**src/rtl/core/mhic_pkg.sv**
```systemverilog
// ----------------------------------------------------------------------------
// mhic_pkg
// Shared types and constants of the hard-iron magnetometer calibrator.
// ----------------------------------------------------------------------------
package mhic_pkg;

   // sample word width used for the extreme stores
   localparam int SAMPLE_WIDTH = 16;
   localparam int SPAN_WIDTH   = SAMPLE_WIDTH + 1;

   localparam int FIELD_WIDTH  = 16;
   localparam int CFG_WIDTH    = 16;
   localparam int CNT_WIDTH    = 16;
   localparam int PROG_WIDTH   = 7;
   localparam int CSR_IDX_WIDTH = 3;

   localparam logic [CNT_WIDTH-1:0] CNT_MAX = '1;

   localparam logic signed [SAMPLE_WIDTH-1:0] MOST_POS = {1'b0, {(SAMPLE_WIDTH-1){1'b1}}};
   localparam logic signed [SAMPLE_WIDTH-1:0] MOST_NEG = {1'b1, {(SAMPLE_WIDTH-1){1'b0}}};

   // progress split
   localparam int XY_PART     = 70;
   localparam int STABLE_PART = 30;
   localparam int FULL        = 100;

   // progress divider: quotient is below XY_PART whenever used, so 7 quotient bits
   localparam int QUOT_WIDTH      = 7;
   localparam int DIVD_WIDTH      = CFG_WIDTH + QUOT_WIDTH;
   localparam int DIV_STEPS       = QUOT_WIDTH;
   localparam int STEP_CNT_WIDTH  = $clog2(DIV_STEPS);

   // item kinds
   localparam logic [1:0] KIND_SAMPLE = 2'd0;
   localparam logic [1:0] KIND_START  = 2'd1;
   localparam logic [1:0] KIND_CANCEL = 2'd2;
   localparam logic [1:0] KIND_NOP    = 2'd3;

   // register indexes
   localparam logic [CSR_IDX_WIDTH-1:0] REG_MIN_XY_SPAN      = 3'd0;
   localparam logic [CSR_IDX_WIDTH-1:0] REG_MIN_Z_SPAN       = 3'd1;
   localparam logic [CSR_IDX_WIDTH-1:0] REG_MIN_SAMPLE_COUNT = 3'd2;
   localparam logic [CSR_IDX_WIDTH-1:0] REG_STABLE_NEEDED    = 3'd3;
   localparam logic [CSR_IDX_WIDTH-1:0] REG_PRIOR_Z_OFFSET   = 3'd4;
   localparam logic [CSR_IDX_WIDTH-1:0] REG_PRIOR_VALID      = 3'd5;

   // register reset values
   localparam logic [CFG_WIDTH-1:0] RST_MIN_XY_SPAN      = 16'd320;
   localparam logic [CFG_WIDTH-1:0] RST_MIN_Z_SPAN       = 16'd128;
   localparam logic [CFG_WIDTH-1:0] RST_MIN_SAMPLE_COUNT = 16'd80;
   localparam logic [CFG_WIDTH-1:0] RST_STABLE_NEEDED    = 16'd100;

   typedef struct packed {
      logic [1:0]                    kind;
      logic signed [FIELD_WIDTH-1:0] raw_x;
      logic signed [FIELD_WIDTH-1:0] raw_y;
      logic signed [FIELD_WIDTH-1:0] raw_z;
      logic signed [FIELD_WIDTH-1:0] field_x;
      logic signed [FIELD_WIDTH-1:0] field_y;
      logic signed [FIELD_WIDTH-1:0] field_z;
   } req_type;

   typedef struct packed {
      logic                          calibrating;
      logic [PROG_WIDTH-1:0]         progress;
      logic                          finished;
      logic signed [FIELD_WIDTH-1:0] offset_x;
      logic signed [FIELD_WIDTH-1:0] offset_y;
      logic signed [FIELD_WIDTH-1:0] offset_z;
   } rsp_type;

   // controller -> datapath
   typedef struct packed {
      logic capture;
      logic exec;
      logic prep;
      logic div_step;
      logic load_out;
   } cmd_type;

   // datapath -> controller
   typedef struct packed {
      logic sample_op;
   } sts_type;

endpackage

```
**src/rtl/core/magnetometer_hard_iron_calibrator.sv**
```systemverilog
// ----------------------------------------------------------------------------
// magnetometer_hard_iron_calibrator
// Min/max midpoint hard-iron calibration of a three-axis magnetometer.
// ----------------------------------------------------------------------------
// Usage:
//  - req_* carries one item (sample, start, cancel or no-op) per handshake.
//    rsp_* returns exactly one result item for every accepted item, in order.
//  - csr_* writes the thresholds and the prior Z offset; write only while the
//    block is idle (all results delivered).
//  - A sample taken while armed passes execute, prepare, the 7-step restoring
//    divider for progress and the result load; every other item passes
//    execute and the result load. The next item is taken only once the
//    previous one has loaded its result.
//  - The result register parts the two sides: once a result is loaded the
//    block takes the next item even if rsp_ready is low; that item then waits
//    in its last step until the held result is taken, and req_ready stays low.
//  - Reset (synchronous) disarms, loads the register defaults and empties the
//    result register. The extreme stores are cleared by a start item.
//  - Start while armed is ignored; cancel disarms; samples while idle only
//    echo the armed flag with zero progress.
// ----------------------------------------------------------------------------
module magnetometer_hard_iron_calibrator (
   input  logic                               clock,
   input  logic                               reset,
   input  logic                               req_valid,
   output logic                               req_ready,
   input  mhic_pkg::req_type                  req_data,
   output logic                               rsp_valid,
   input  logic                               rsp_ready,
   output mhic_pkg::rsp_type                  rsp_data,
   input  logic                               csr_we,
   input  logic [mhic_pkg::CSR_IDX_WIDTH-1:0] csr_index,
   input  logic [mhic_pkg::CFG_WIDTH-1:0]     csr_wdata
);

   mhic_pkg::cmd_type cmd;
   mhic_pkg::sts_type sts;

   // sequencer: item handshake, step order, result valid
   mhic_ctrl u_ctrl (
      .clock     (clock),
      .reset     (reset),
      .req_valid (req_valid),
      .req_ready (req_ready),
      .rsp_valid (rsp_valid),
      .rsp_ready (rsp_ready),
      .sts       (sts),
      .cmd       (cmd)
   );

   // stores, counters, divider and result payload
   mhic_dpath u_dpath (
      .clock     (clock),
      .reset     (reset),
      .cmd       (cmd),
      .sts       (sts),
      .req_data  (req_data),
      .rsp_data  (rsp_data),
      .csr_we    (csr_we),
      .csr_index (csr_index),
      .csr_wdata (csr_wdata)
   );

endmodule

```
**src/rtl/core/mhic_ctrl.sv**
```systemverilog
// ----------------------------------------------------------------------------
// mhic_ctrl
// Sequencer: capture, execute; prepare, divide (armed samples); result out.
// ----------------------------------------------------------------------------
module mhic_ctrl (
   input  logic              clock,
   input  logic              reset,
   input  logic              req_valid,
   output logic              req_ready,
   output logic              rsp_valid,
   input  logic              rsp_ready,
   input  mhic_pkg::sts_type sts,
   output mhic_pkg::cmd_type cmd
);

   localparam logic [2:0] ST_IDLE = 3'd0;
   localparam logic [2:0] ST_EXEC = 3'd1;
   localparam logic [2:0] ST_PREP = 3'd2;
   localparam logic [2:0] ST_DIV  = 3'd3;
   localparam logic [2:0] ST_HOLD = 3'd4;

   logic [2:0]                          state_ff, state_in;
   logic [mhic_pkg::STEP_CNT_WIDTH-1:0] cnt_ff, cnt_in;
   logic                                rsp_valid_ff, rsp_valid_in;
   logic                                out_free;

   assign out_free  = !rsp_valid_ff || rsp_ready;
   assign req_ready = (state_ff == ST_IDLE);
   assign rsp_valid = rsp_valid_ff;

   always_comb begin
      state_in     = state_ff;
      cnt_in       = cnt_ff;
      rsp_valid_in = rsp_valid_ff && !rsp_ready;
      cmd          = '0;
      case (state_ff)
         ST_IDLE: begin
            if (req_valid) begin
               cmd.capture = 1'b1;
               state_in    = ST_EXEC;
            end
         end
         ST_EXEC: begin
            cmd.exec = 1'b1;
            state_in = sts.sample_op ? ST_PREP : ST_HOLD;
         end
         ST_PREP: begin
            cmd.prep = 1'b1;
            cnt_in   = mhic_pkg::STEP_CNT_WIDTH'(mhic_pkg::DIV_STEPS - 1);
            state_in = ST_DIV;
         end
         ST_DIV: begin
            cmd.div_step = 1'b1;
            cnt_in       = cnt_ff - 1'b1;
            if (cnt_ff == '0) begin
               state_in = ST_HOLD;
            end
         end
         ST_HOLD: begin
            if (out_free) begin
               cmd.load_out = 1'b1;
               rsp_valid_in = 1'b1;
               state_in     = ST_IDLE;
            end
         end
         default: begin
            state_in = ST_IDLE;
         end
      endcase
   end

   always_ff @(posedge clock) begin
      if (reset) begin
         state_ff     <= ST_IDLE;
         cnt_ff       <= '0;
         rsp_valid_ff <= 1'b0;
      end else begin
         state_ff     <= state_in;
         cnt_ff       <= cnt_in;
         rsp_valid_ff <= rsp_valid_in;
      end
   end

   // a waiting result is never overwritten
   a_no_overwrite: assert property (@(posedge clock) disable iff (reset)
      (rsp_valid_ff && !rsp_ready) |-> !cmd.load_out)
      else $error("result overwritten while stalled");

   // an accepted item always leads through execute
   a_accept_exec: assert property (@(posedge clock) disable iff (reset)
      (req_valid && req_ready) |=> (cmd.exec && !req_ready))
      else $error("accepted item not executed");

endmodule

```
**src/rtl/core/mhic_dpath.sv**
```systemverilog
// ----------------------------------------------------------------------------
// mhic_dpath
// Extreme stores, counters, config registers, progress divider, result reg.
// ----------------------------------------------------------------------------
module mhic_dpath (
   input  logic                                     clock,
   input  logic                                     reset,
   input  mhic_pkg::cmd_type                        cmd,
   output mhic_pkg::sts_type                        sts,
   input  mhic_pkg::req_type                        req_data,
   output mhic_pkg::rsp_type                        rsp_data,
   input  logic                                     csr_we,
   input  logic [mhic_pkg::CSR_IDX_WIDTH-1:0]       csr_index,
   input  logic [mhic_pkg::CFG_WIDTH-1:0]           csr_wdata
);

   localparam int SW  = mhic_pkg::SAMPLE_WIDTH;
   localparam int SPW = mhic_pkg::SPAN_WIDTH;
   localparam int CW  = mhic_pkg::CFG_WIDTH;
   localparam int NW  = mhic_pkg::CNT_WIDTH;
   localparam int DW  = mhic_pkg::DIVD_WIDTH;
   localparam int QW  = mhic_pkg::QUOT_WIDTH;
   localparam int PW  = mhic_pkg::PROG_WIDTH;
   localparam int FW  = mhic_pkg::FIELD_WIDTH;

   // midpoint, truncated toward zero
   function automatic logic signed [SW-1:0] midpoint(input logic signed [SW-1:0] hi,
                                                      input logic signed [SW-1:0] lo);
      logic signed [SPW-1:0] s;
      logic signed [SPW-1:0] t;
      s = SPW'(hi) + SPW'(lo);
      t = s + SPW'(s[SPW-1]);
      return SW'(t >>> 1);
   endfunction

   mhic_pkg::req_type item_ff, item_in;
   mhic_pkg::rsp_type rsp_ff, rsp_in;

   // configuration
   logic [CW-1:0]        mxy_ff, mxy_in, mzs_ff, mzs_in, msc_ff, msc_in, sn_ff, sn_in;
   logic signed [FW-1:0] pz_ff, pz_in;
   logic                 pv_ff, pv_in;

   // calibration state
   logic                 armed_ff, armed_in;
   logic [NW-1:0]        scnt_ff, scnt_in, stcnt_ff, stcnt_in;
   logic signed [SW-1:0] raw_lo_ff [3], raw_lo_in [3];
   logic signed [SW-1:0] raw_hi_ff [3], raw_hi_in [3];
   logic signed [SW-1:0] fld_lo_ff [3], fld_lo_in [3];
   logic signed [SW-1:0] fld_hi_ff [3], fld_hi_in [3];

   // per-item working registers
   logic                 samp_ff, samp_in;
   logic                 quick_ff, quick_in;
   logic [PW-1:0]        qval_ff, qval_in;
   logic                 rdy_ff, rdy_in;
   logic                 fin_ff, fin_in;
   logic signed [FW-1:0] ox_ff, ox_in, oy_ff, oy_in, oz_ff, oz_in;
   logic [DW-1:0]        rem_ff, rem_in, dsh_ff, dsh_in;
   logic [QW-1:0]        q_ff, q_in;

   // combinational helpers
   logic signed [SW-1:0] smp_raw [3];
   logic signed [SW-1:0] smp_fld [3];
   logic                 changed;
   logic [SPW-1:0]       span [3];
   logic [SPW-1:0]       mn;
   logic                 rdy_c, fin_c, ge;
   logic [CW-1:0]        mn_c;

   assign smp_raw[0] = SW'(item_ff.raw_x);
   assign smp_raw[1] = SW'(item_ff.raw_y);
   assign smp_raw[2] = SW'(item_ff.raw_z);
   assign smp_fld[0] = SW'(item_ff.field_x);
   assign smp_fld[1] = SW'(item_ff.field_y);
   assign smp_fld[2] = SW'(item_ff.field_z);

   assign sts.sample_op = (item_ff.kind == mhic_pkg::KIND_SAMPLE) && armed_ff;
   assign rsp_data      = rsp_ff;

   // spans are never negative once a sample has been taken
   always_comb begin
      for (int i = 0; i < 3; i++) begin
         span[i] = SPW'(fld_hi_ff[i]) - SPW'(fld_lo_ff[i]);
      end
      mn    = (span[0] < span[1]) ? span[0] : span[1];
      mn_c  = CW'(mn);
      rdy_c = (span[0] >= SPW'(mxy_ff)) && (span[1] >= SPW'(mxy_ff)) &&
              (scnt_ff >= NW'(msc_ff));
      fin_c = rdy_c && (stcnt_ff >= NW'(sn_ff));
      ge    = rem_ff >= dsh_ff;
   end

   always_comb begin
      item_in  = item_ff;
      rsp_in   = rsp_ff;
      mxy_in   = mxy_ff;
      mzs_in   = mzs_ff;
      msc_in   = msc_ff;
      sn_in    = sn_ff;
      pz_in    = pz_ff;
      pv_in    = pv_ff;
      armed_in = armed_ff;
      scnt_in  = scnt_ff;
      stcnt_in = stcnt_ff;
      raw_lo_in = raw_lo_ff;
      raw_hi_in = raw_hi_ff;
      fld_lo_in = fld_lo_ff;
      fld_hi_in = fld_hi_ff;
      samp_in  = samp_ff;
      quick_in = quick_ff;
      qval_in  = qval_ff;
      rdy_in   = rdy_ff;
      fin_in   = fin_ff;
      ox_in    = ox_ff;
      oy_in    = oy_ff;
      oz_in    = oz_ff;
      rem_in   = rem_ff;
      dsh_in   = dsh_ff;
      q_in     = q_ff;
      changed  = 1'b0;

      if (csr_we) begin
         case (csr_index)
            mhic_pkg::REG_MIN_XY_SPAN:      mxy_in = csr_wdata;
            mhic_pkg::REG_MIN_Z_SPAN:       mzs_in = csr_wdata;
            mhic_pkg::REG_MIN_SAMPLE_COUNT: msc_in = csr_wdata;
            mhic_pkg::REG_STABLE_NEEDED:    sn_in  = csr_wdata;
            mhic_pkg::REG_PRIOR_Z_OFFSET:   pz_in  = FW'(csr_wdata);
            mhic_pkg::REG_PRIOR_VALID:      pv_in  = csr_wdata[0];
            default: ;
         endcase
      end

      if (cmd.capture) begin
         item_in = req_data;
      end

      if (cmd.exec) begin
         samp_in = sts.sample_op;
         case (item_ff.kind)
            mhic_pkg::KIND_START: begin
               if (!armed_ff) begin
                  armed_in = 1'b1;
                  scnt_in  = '0;
                  stcnt_in = '0;
                  for (int i = 0; i < 3; i++) begin
                     raw_lo_in[i] = mhic_pkg::MOST_POS;
                     raw_hi_in[i] = mhic_pkg::MOST_NEG;
                     fld_lo_in[i] = mhic_pkg::MOST_POS;
                     fld_hi_in[i] = mhic_pkg::MOST_NEG;
                  end
               end
            end
            mhic_pkg::KIND_CANCEL: begin
               armed_in = 1'b0;
            end
            mhic_pkg::KIND_SAMPLE: begin
               if (armed_ff) begin
                  for (int i = 0; i < 3; i++) begin
                     if (smp_raw[i] < raw_lo_ff[i]) begin
                        raw_lo_in[i] = smp_raw[i];
                        changed      = 1'b1;
                     end
                     if (smp_raw[i] > raw_hi_ff[i]) begin
                        raw_hi_in[i] = smp_raw[i];
                        changed      = 1'b1;
                     end
                     if (smp_fld[i] < fld_lo_ff[i]) fld_lo_in[i] = smp_fld[i];
                     if (smp_fld[i] > fld_hi_ff[i]) fld_hi_in[i] = smp_fld[i];
                  end
                  if (scnt_ff != mhic_pkg::CNT_MAX) scnt_in = scnt_ff + 1'b1;
                  if (changed) begin
                     stcnt_in = '0;
                  end else if (stcnt_ff != mhic_pkg::CNT_MAX) begin
                     stcnt_in = stcnt_ff + 1'b1;
                  end
               end
            end
            default: ;
         endcase
      end

      if (cmd.prep) begin
         rdy_in = rdy_c;
         fin_in = fin_c;
         q_in   = '0;
         dsh_in = DW'({sn_ff, {(QW-1){1'b0}}});
         rem_in = DW'(stcnt_ff) * DW'(mhic_pkg::STABLE_PART);
         if (rdy_c) begin
            // stable count at target or beyond caps the stability part
            quick_in = stcnt_ff >= NW'(sn_ff);
            qval_in  = PW'(mhic_pkg::FULL);
         end else begin
            quick_in = (mxy_ff == '0) || (mn >= SPW'(mxy_ff));
            qval_in  = PW'(mhic_pkg::XY_PART);
            dsh_in   = DW'({mxy_ff, {(QW-1){1'b0}}});
            rem_in   = DW'(mn_c) * DW'(mhic_pkg::XY_PART);
         end
         ox_in = FW'(midpoint(raw_hi_ff[0], raw_lo_ff[0]));
         oy_in = FW'(midpoint(raw_hi_ff[1], raw_lo_ff[1]));
         if (span[2] >= SPW'(mzs_ff)) begin
            oz_in = FW'(midpoint(raw_hi_ff[2], raw_lo_ff[2]));
         end else if (pv_ff) begin
            oz_in = pz_ff;
         end else begin
            oz_in = '0;
         end
         if (fin_c) armed_in = 1'b0;
      end

      // restoring division, one quotient bit a step
      if (cmd.div_step) begin
         if (ge) rem_in = rem_ff - dsh_ff;
         q_in   = {q_ff[QW-2:0], ge};
         dsh_in = dsh_ff >> 1;
      end

      if (cmd.load_out) begin
         rsp_in             = '0;
         rsp_in.calibrating = armed_ff;
         if (samp_ff) begin
            if (quick_ff) begin
               rsp_in.progress = qval_ff;
            end else if (rdy_ff) begin
               rsp_in.progress = PW'(mhic_pkg::XY_PART) + PW'(q_ff);
            end else begin
               rsp_in.progress = PW'(q_ff);
            end
            if (fin_ff) begin
               rsp_in.finished = 1'b1;
               rsp_in.offset_x = ox_ff;
               rsp_in.offset_y = oy_ff;
               rsp_in.offset_z = oz_ff;
            end
         end
      end
   end

   always_ff @(posedge clock) begin
      if (reset) begin
         mxy_ff   <= mhic_pkg::RST_MIN_XY_SPAN;
         mzs_ff   <= mhic_pkg::RST_MIN_Z_SPAN;
         msc_ff   <= mhic_pkg::RST_MIN_SAMPLE_COUNT;
         sn_ff    <= mhic_pkg::RST_STABLE_NEEDED;
         pz_ff    <= '0;
         pv_ff    <= 1'b0;
         armed_ff <= 1'b0;
      end else begin
         mxy_ff   <= mxy_in;
         mzs_ff   <= mzs_in;
         msc_ff   <= msc_in;
         sn_ff    <= sn_in;
         pz_ff    <= pz_in;
         pv_ff    <= pv_in;
         armed_ff <= armed_in;
      end
   end

   always_ff @(posedge clock) begin
      item_ff   <= item_in;
      rsp_ff    <= rsp_in;
      scnt_ff   <= scnt_in;
      stcnt_ff  <= stcnt_in;
      raw_lo_ff <= raw_lo_in;
      raw_hi_ff <= raw_hi_in;
      fld_lo_ff <= fld_lo_in;
      fld_hi_ff <= fld_hi_in;
      samp_ff   <= samp_in;
      quick_ff  <= quick_in;
      qval_ff   <= qval_in;
      rdy_ff    <= rdy_in;
      fin_ff    <= fin_in;
      ox_ff     <= ox_in;
      oy_ff     <= oy_in;
      oz_ff     <= oz_in;
      rem_ff    <= rem_in;
      dsh_ff    <= dsh_in;
      q_ff      <= q_in;
   end

   // a loaded result never reports more than full progress
   a_prog_range: assert property (@(posedge clock) disable iff (reset)
      cmd.load_out |=> (rsp_ff.progress <= PW'(mhic_pkg::FULL)))
      else $error("progress above full scale");

   // a finished result reports full progress and a disarmed block
   a_finish_full: assert property (@(posedge clock) disable iff (reset)
      (cmd.load_out && samp_ff && fin_ff) |=>
      (rsp_ff.progress == PW'(mhic_pkg::FULL) && !rsp_ff.calibrating && !armed_ff))
      else $error("finish without full progress or still armed");

   // after a sample update the raw stores are ordered
   a_raw_order: assert property (@(posedge clock) disable iff (reset)
      (cmd.exec && sts.sample_op) |=>
      (raw_lo_ff[0] <= raw_hi_ff[0] && raw_lo_ff[1] <= raw_hi_ff[1] &&
       raw_lo_ff[2] <= raw_hi_ff[2]))
      else $error("raw extreme stores out of order");

endmodule

```
**config.mk**
```make
export PLATFORM = sky130hd
export DESIGN_NAME = magnetometer_hard_iron_calibrator
export DESIGN_NICKNAME = d
export VERILOG_FILES = /design/src/rtl/core/mhic_pkg.sv /design/src/rtl/core/magnetometer_hard_iron_calibrator.sv /design/src/rtl/core/mhic_ctrl.sv /design/src/rtl/core/mhic_dpath.sv
export SDC_FILE = /design/constraint.sdc
export NUM_CORES = 2
export LEC_CHECK = 0
export BUFFER_PORTS_ARGS = -buffer_cell sky130_fd_sc_hd__clkbuf_2
export CELL_PAD_IN_SITES_DETAIL_PLACEMENT = 1
export CELL_PAD_IN_SITES_GLOBAL_PLACEMENT = 1
export CORE_ASPECT_RATIO = 1.75
export CORE_MARGIN = 5
export CORE_UTILIZATION = 50
export CTS_CLUSTER_DIAMETER = 200
export CTS_CLUSTER_SIZE = 24
export DETAILED_ROUTE_END_ITERATION = 6
export PLACE_DENSITY = 0.84
export SETUP_SLACK_MARGIN = 0.1
export SLEW_MARGIN = 10
export SYNTH_ARGS = -nofsm -noshare
export SYNTH_HDL_FRONTEND = slang
export SYNTH_SLANG_ARGS = --single-unit
```
**constraint.sdc**
```tcl
create_clock -name clock -period 8.86 [get_ports clock]
set_clock_uncertainty 0.15 [all_clocks]
set_input_delay 0.443 -clock clock [delete_from_list [all_inputs] [get_ports clock]]
set_output_delay 0.443 -clock clock [all_outputs]
set_load 0.05 [all_outputs]
```
# Yosys cells after proc, flatten, opt, wreduce, memory -nomap -nowiden
# Index checks and enable logic that the tools add are counted.
# op_classes
n_addsub	14
magnitude_cmp	20
muxes	75
n_eq_ne	32
multipliers	2
reduce_logical	39
# op_table
cell	count
48-bit one-hot mux with 2 select lines	4
16-bit 2-to-1 mux	20
48-bit 2-to-1 mux	6
16-bit greater-than comparator	6
16-bit less-than comparator	6
23-bit 2-to-1 mux	4
5-bit AND reduction	14
17-bit by 16-bit >= comparator with 1-bit output	4
22-bit 2-to-1 mux	3
16-bit one-hot mux with 2 select lines	2
16-bit by 16-bit adder with 17-bit output	3
17-bit by 1-bit adder with 17-bit output	3
16-bit by 16-bit subtractor with 17-bit output	3
49-bit 2-to-1 mux	1
16-bit by 1-bit adder with 16-bit output, second input constant	2
16-bit >= comparator	2
16-bit inequality test, second input constant	2
2-bit inequality test, second input constant	15
7-bit 2-to-1 mux	4
23-bit by 22-bit >= comparator with 1-bit output	1
23-bit by 22-bit subtractor with 23-bit output	1
16-bit by 6-bit multiplier with 22-bit output, second input constant	1
1-bit 2-to-1 mux	22
16-bit by 4-bit multiplier with 20-bit output, second input constant	1
25 further kinds	52
# word_totals
register_bits	579
input_bits	122
elab_cells	230
output_inout_bits	59

# Logic depth before layout (Yosys ltp)
# depth
word_depth	13
mapped_depth	36
mapped_depth_nobuf	34

# Modules after synthesis
# Synthesis repeated with hierarchy kept, for this count alone.
# unflattened
cells_unflattened	3821
hier_area_um2	38464.4
# modules_own_cells
module	seq_area_each_um2	area_each_um2	n_inst	cells_each
mhic_dpath	15945.3	38059.0	1	3774
mhic_ctrl	140.1	405.4	1	47

# Worst setup path after synthesis
# Ideal clock, no wire load.
# synth_timing
kind	reg-to-reg
start	register u_dpath.fld_lo_ff[16] (netlist name)
end	register u_dpath.rem_ff[21]
synth_period_minus_slack_ps	7314
arrival_time_ps	7080
setup_time_ps	84
path_stages_with_launch	36
t_required_ps	8626
slack_ps	1546
n_path_buf	2
cell_sequence	edfxtp_1 > ha_1 > fa_1 > nor2b_1 > o211ai_1 > a21oi_1 > a21oi_1 > xnor2_1 > inv_1 > ha_1 > nand4_1 > nor3_1 > a2111oi_0 > o21bai_1 > maj3_1 > a221oi_2 > buf_4 > buf_2 > nand2_1 > o21ai_0 > ha_1 > ha_1 > inv_1 > fa_1 > inv_1 > ha_1 > a21oi_1 > o21ai_0 > o21bai_1 > o41a_1 > a41oi_1 > a21oi_1 > nand2_1 > mux2_2 > xor2_1 > o211ai_1
# synth_via
elab_chain_cells	8
word_cells_on_any_way	11
classes_between	add/sub: 1; mul: 1; order compare: 2; mux: 5; reduce/logical: 2
# synth_rtl
item	line	rtl
start, declared	mhic_dpath.sv:49	logic signed [SW-1:0] fld_lo_ff [3], fld_lo_in [3];
start signal, assigned	mhic_dpath.sv:267	fld_lo_ff <= fld_lo_in;
16-bit by 16-bit subtractor with 17-bit output (*)	mhic_dpath.sv:84	span[i] = SPW'(fld_hi_ff[i]) - SPW'(fld_lo_ff[i]);
17-bit less-than comparator or 17-bit by 16-bit >= comparator with 1-bit output (tied branches)	mhic_dpath.sv:86, mhic_dpath.sv:88	
17-bit 2-to-1 mux or 1-bit logical AND (tied branches)	mhic_dpath.sv:86, mhic_dpath.sv:88	
16-bit by 6-bit multiplier with 22-bit output or 1-bit logical AND (tied branches)	mhic_dpath.sv:198, mhic_dpath.sv:88	
23-bit 2-to-1 mux (*)	mhic_dpath.sv:190	if (rdy_c) begin
23-bit 2-to-1 mux (*)	mhic_dpath.sv:184	if (cmd.prep) begin
23-bit 2-to-1 mux	mhic_dpath.sv:214	if (ge) rem_in = rem_ff - dsh_ff;
23-bit 2-to-1 mux (*)	mhic_dpath.sv:213	if (cmd.div_step) begin
via u_dpath.rem_in[21]	mhic_dpath.sv:59	logic [DW-1:0] rem_ff, rem_in, dsh_ff, dsh_in;
end signal, assigned	mhic_dpath.sv:277	rem_ff <= rem_in;
end, declared	mhic_dpath.sv:59	
# Mark *: on every way through the listed nets, which the timed path passes. The rest lies on a longest branch.
# A chain may end at the register's enable or synchronous reset.

# Final worst setup path
# layout_timing
start	register u_dpath.fld_hi_ff[16] (netlist name)
end	register u_dpath.rem_ff[19]
# layout_via
elab_chain_cells	8
word_cells_on_any_way	11
classes_between	add/sub: 1; mul: 1; order compare: 2; mux: 5; reduce/logical: 2
# layout_rtl
item	line	rtl
start, declared	mhic_dpath.sv:50	logic signed [SW-1:0] fld_hi_ff [3], fld_hi_in [3];
start signal, assigned	mhic_dpath.sv:268	fld_hi_ff <= fld_hi_in;
16-bit by 16-bit subtractor with 17-bit output (*)	mhic_dpath.sv:84	
17-bit less-than comparator or 17-bit by 16-bit >= comparator with 1-bit output (tied branches)	mhic_dpath.sv:86, mhic_dpath.sv:88	
17-bit 2-to-1 mux or 1-bit logical AND (tied branches)	mhic_dpath.sv:86, mhic_dpath.sv:88	
16-bit by 6-bit multiplier with 22-bit output or 1-bit logical AND (tied branches)	mhic_dpath.sv:198, mhic_dpath.sv:88	
23-bit 2-to-1 mux (*)	mhic_dpath.sv:190	
23-bit 2-to-1 mux (*)	mhic_dpath.sv:184	
23-bit 2-to-1 mux	mhic_dpath.sv:214	
23-bit 2-to-1 mux (*)	mhic_dpath.sv:213	
via u_dpath.rem_in[19]	mhic_dpath.sv:59	
# Marks and branches as above.

==> out/metrics.yaml <==
synth_cell_type_count: 77
hold_violations: 0
peakVddDrop_uv: 212
cp_max_fo: 21
synth_top_family_by_area: "adder cells"
clkTransAtPathRegs_ns: 0.11
slew_viol_final: 0
drive_gt1_share_pct: 7.11
synth_fa_ha_area_share_pct: 19.3
syn_inst: 3758
critPathKind: "flip-flop to flip-flop"
yosys_register_bits: 573
slowest_delay_ns: 0.53
ios: 181
die-width_um: 219
cpMaxStageDelayCell: "fa_1"
wirelength_mm: 109
clk_latency_ns: 0.65
grt_usage_pct: 26.1
critPathLaunchType: "flip-flop"
synth_area_per_cell_sq_um: 10.1
cts_root_buf: "clkbuf_16"
nets: 4694
yosys.area_share.simple_pct: 14.6
synth_xor_xnor_area_share_pct: 4.42
worstSetupStartpoint: "u_dpath.fld_hi_ff[16]"
hold_path.class: "input pin to flip-flop"
slew_headroom_pct: 18.6
setup_violations: 0
layout_common_cells: "508 x ha_1, 461 x edfxtp_1, 421 x inv_1"
dieArea_sq_mm: 0.0820
drv_cap: 0
crit_top_cell: "ha_1"
grt_pass1_vias: 31900
power_leakage_nw: 18.0
cp-end-kind: "flip-flop"
wl_per_cell_um: 21.6
yosys_warnings: 0
syn_area_sq_mm: 0.0381
grt_max_degree: 90
rrSetupSlack_ns: 0.71
layout_min_cycle_time_ns: 8.15
ys_seq_area_share_pct: 42.2
clock.fmax_mhz: 123
grt_pass1_wl_mm: 170
run_status: "finished, final reports clean"
tightest_slew_ns: 1.22
cellPowerDensity_mw_per_mm2: 144
cp_top_family: "compound AO/OA/AOI/OAI gates"
num_rows: 134
layout_commonest_cell: "ha_1"
cp.buffers_inverters: 5
syn_nets: 4437
tritoncts: "yes"
die_h_um: 375
htree_levels: 1
arrival_ns: 8.51
r2r-end: "u_dpath.rem_ff[19]"
via_count: 28900
core-area_sq_mm: 0.0760
synthFlopType: "edfxtp_1"
antenna_found_initial: 10
clock-sinks: 573
ff2ff_path_depth: 33
worst_slack_ns: 0.710
drc: 0
drt-vias-per-instance: 5.72
port_buffers: 180
pre_cts_ws_ns: 0.749
dr.first_iter.drc_count: 1309
initial_core_util_pct: 50.1
cp_num_cells: 33
grt_setup_unrepaired: "false"
drtPass1Iterations: 5
post_cts_buffers: 0
numCtsBuffers: 27
synthArstFlopShare_pct: 0
r2r_start: "u_dpath.fld_hi_ff[16]"
finalCritPeriodShare_pct: 92.0
clock_path_buffers: 3
synth.area.mux_share_pct: 1.24
dp_hpwl_mm: 83.3
tns_ns: 0
syn_to_final_growth_pct: 10.4
grt-ovfl-total: 0
worstSetupEndpoint: "u_dpath.rem_ff[19]"
synth_edf_count: 461
required_ns: 9.22
globalplace.congestion: 0.887
synth_compound_area_share_pct: 13.1
drtAntennaViolNets: 0
==> synth_stat cells, drive strengths merged (112+ instances only) <==
cell type | number | area share, %
dfxtp | 112 | 5.9
o21ai | 143 | 1.9
xnor2 | 124 | 2.9
nand2 | 341 | 3.4
nor2 | 180 | 1.8
ha | 509 | 17
edfxtp | 461 | 36
a21oi | 243 | 3.2
a21o | 118 | 2.3
nand2b | 125 | 2.1
inv | 422 | 4.2
and2 | 124 | 2.0
==> flip-flops by register name (all words and copies together) (netlist names), 3 cells and up <==
register           flops
u_dpath.mxy_ff        16
u_dpath.ox_ff         16
u_dpath.fld_lo_ff     48
u_dpath.sn_ff         16
u_dpath.raw_lo_ff     48
u_dpath.rsp_data      57
u_dpath.item_ff       98
u_dpath.oz_ff         16
u_ctrl.state_ff        3
u_dpath.oy_ff         16
u_dpath.mzs_ff        16
u_dpath.stcnt_ff      16
u_dpath.raw_hi_ff     48
u_dpath.q_ff           7
u_ctrl.cnt_ff          3
u_dpath.fld_hi_ff     48
u_dpath.scnt_ff       16
u_dpath.rem_ff        23
u_dpath.msc_ff        16
u_dpath.pz_ff         16
u_dpath.dsh_ff        22
==> worst min path at each step <==
stage	from	cells after the start	to
2_1_floorplan	u_dpath.pz_ff[11]	2	u_dpath.pz_ff[11]
3_3_place_gp	u_dpath.pz_ff[11]	2	u_dpath.pz_ff[11]
3_5_place_dp	u_dpath.mzs_ff[3]	2	u_dpath.mzs_ff[3]
4_1_cts	csr_wdata[13]	3	u_dpath.sn_ff[13]
5_1_grt	csr_wdata[15]	3	u_dpath.msc_ff[15]
6_report	csr_wdata[15]	3	u_dpath.mxy_ff[15]
==> cells by family after synthesis <==
family / Yosys count
AOI/OAI and AO/OA: 770
buffers and inverters: 512
DFF: 573
xor gates and xnor gates: 192
and+or+nand+nor: 1107
adders and majority gates: 558
muxes: 46
==> area by class of cell <==
class                   count  area [sq um]
inverters                 422          1590
multi-input cells        2673         20100
clock buffers              48           754
fillers                  8472         33900
diodes                      6          15.0
flip-flops and latches    573         16100
repair buffers            318          2200
clock inverters             2          25.0
well taps                1020          1280
==> routing by layer <==
layer  global-route usage, %  up-vias  share of wire [%]  wire length [um]
met5                       0        -              0.036                39
met4                    12.3        8                5.5              6010
met3                    3.00      279                3.4              3680
met2                    51.6      558                 55             60600
met1                    26.8    14300                 36             39000
li1                        -    13800                  -                 -
==> power breakdown <==
part | leakage, nW | total (mW) | switching (mW) | internal (mW)
sequential | 5.16 | 3.07 | 0.0771 | 3.00
combinational | 12.5 | 1.49 | 0.867 | 0.623
clock | 0.371 | 1.49 | 0.898 | 0.589
==> tightest hold or removal path, cell delays in order <==
cell      delay [ns]
clkbuf_2        0.19
nand2_1         0.10
a21oi_1         0.05
==> repair_timing <==
action | CTS | global route
endpoints found under the setup margin | 0 | 4
hold buffers | 107 | 0
gates resized for setup | 0 | 5
endpoints found under the hold margin | 118 | 0
==> through the flow <==
stage	power (mW)	instance area (sq um)	hold slack, ns	utilization, %	instances
after CTS	6.08	42000	0.000584	55.3	5056
after floorplan	4.14	38100	0.282	-	3758
final	6.05	42100	0.0268	55.4	5062
after global placement	4.51	40200	0.288	52.9	4899
after global routing	6.36	42000	0.00681	55.4	5056
after detailed placement	4.57	40200	0.300	52.9	4899
No activity file was read; power rests on OpenSTA's default activity.
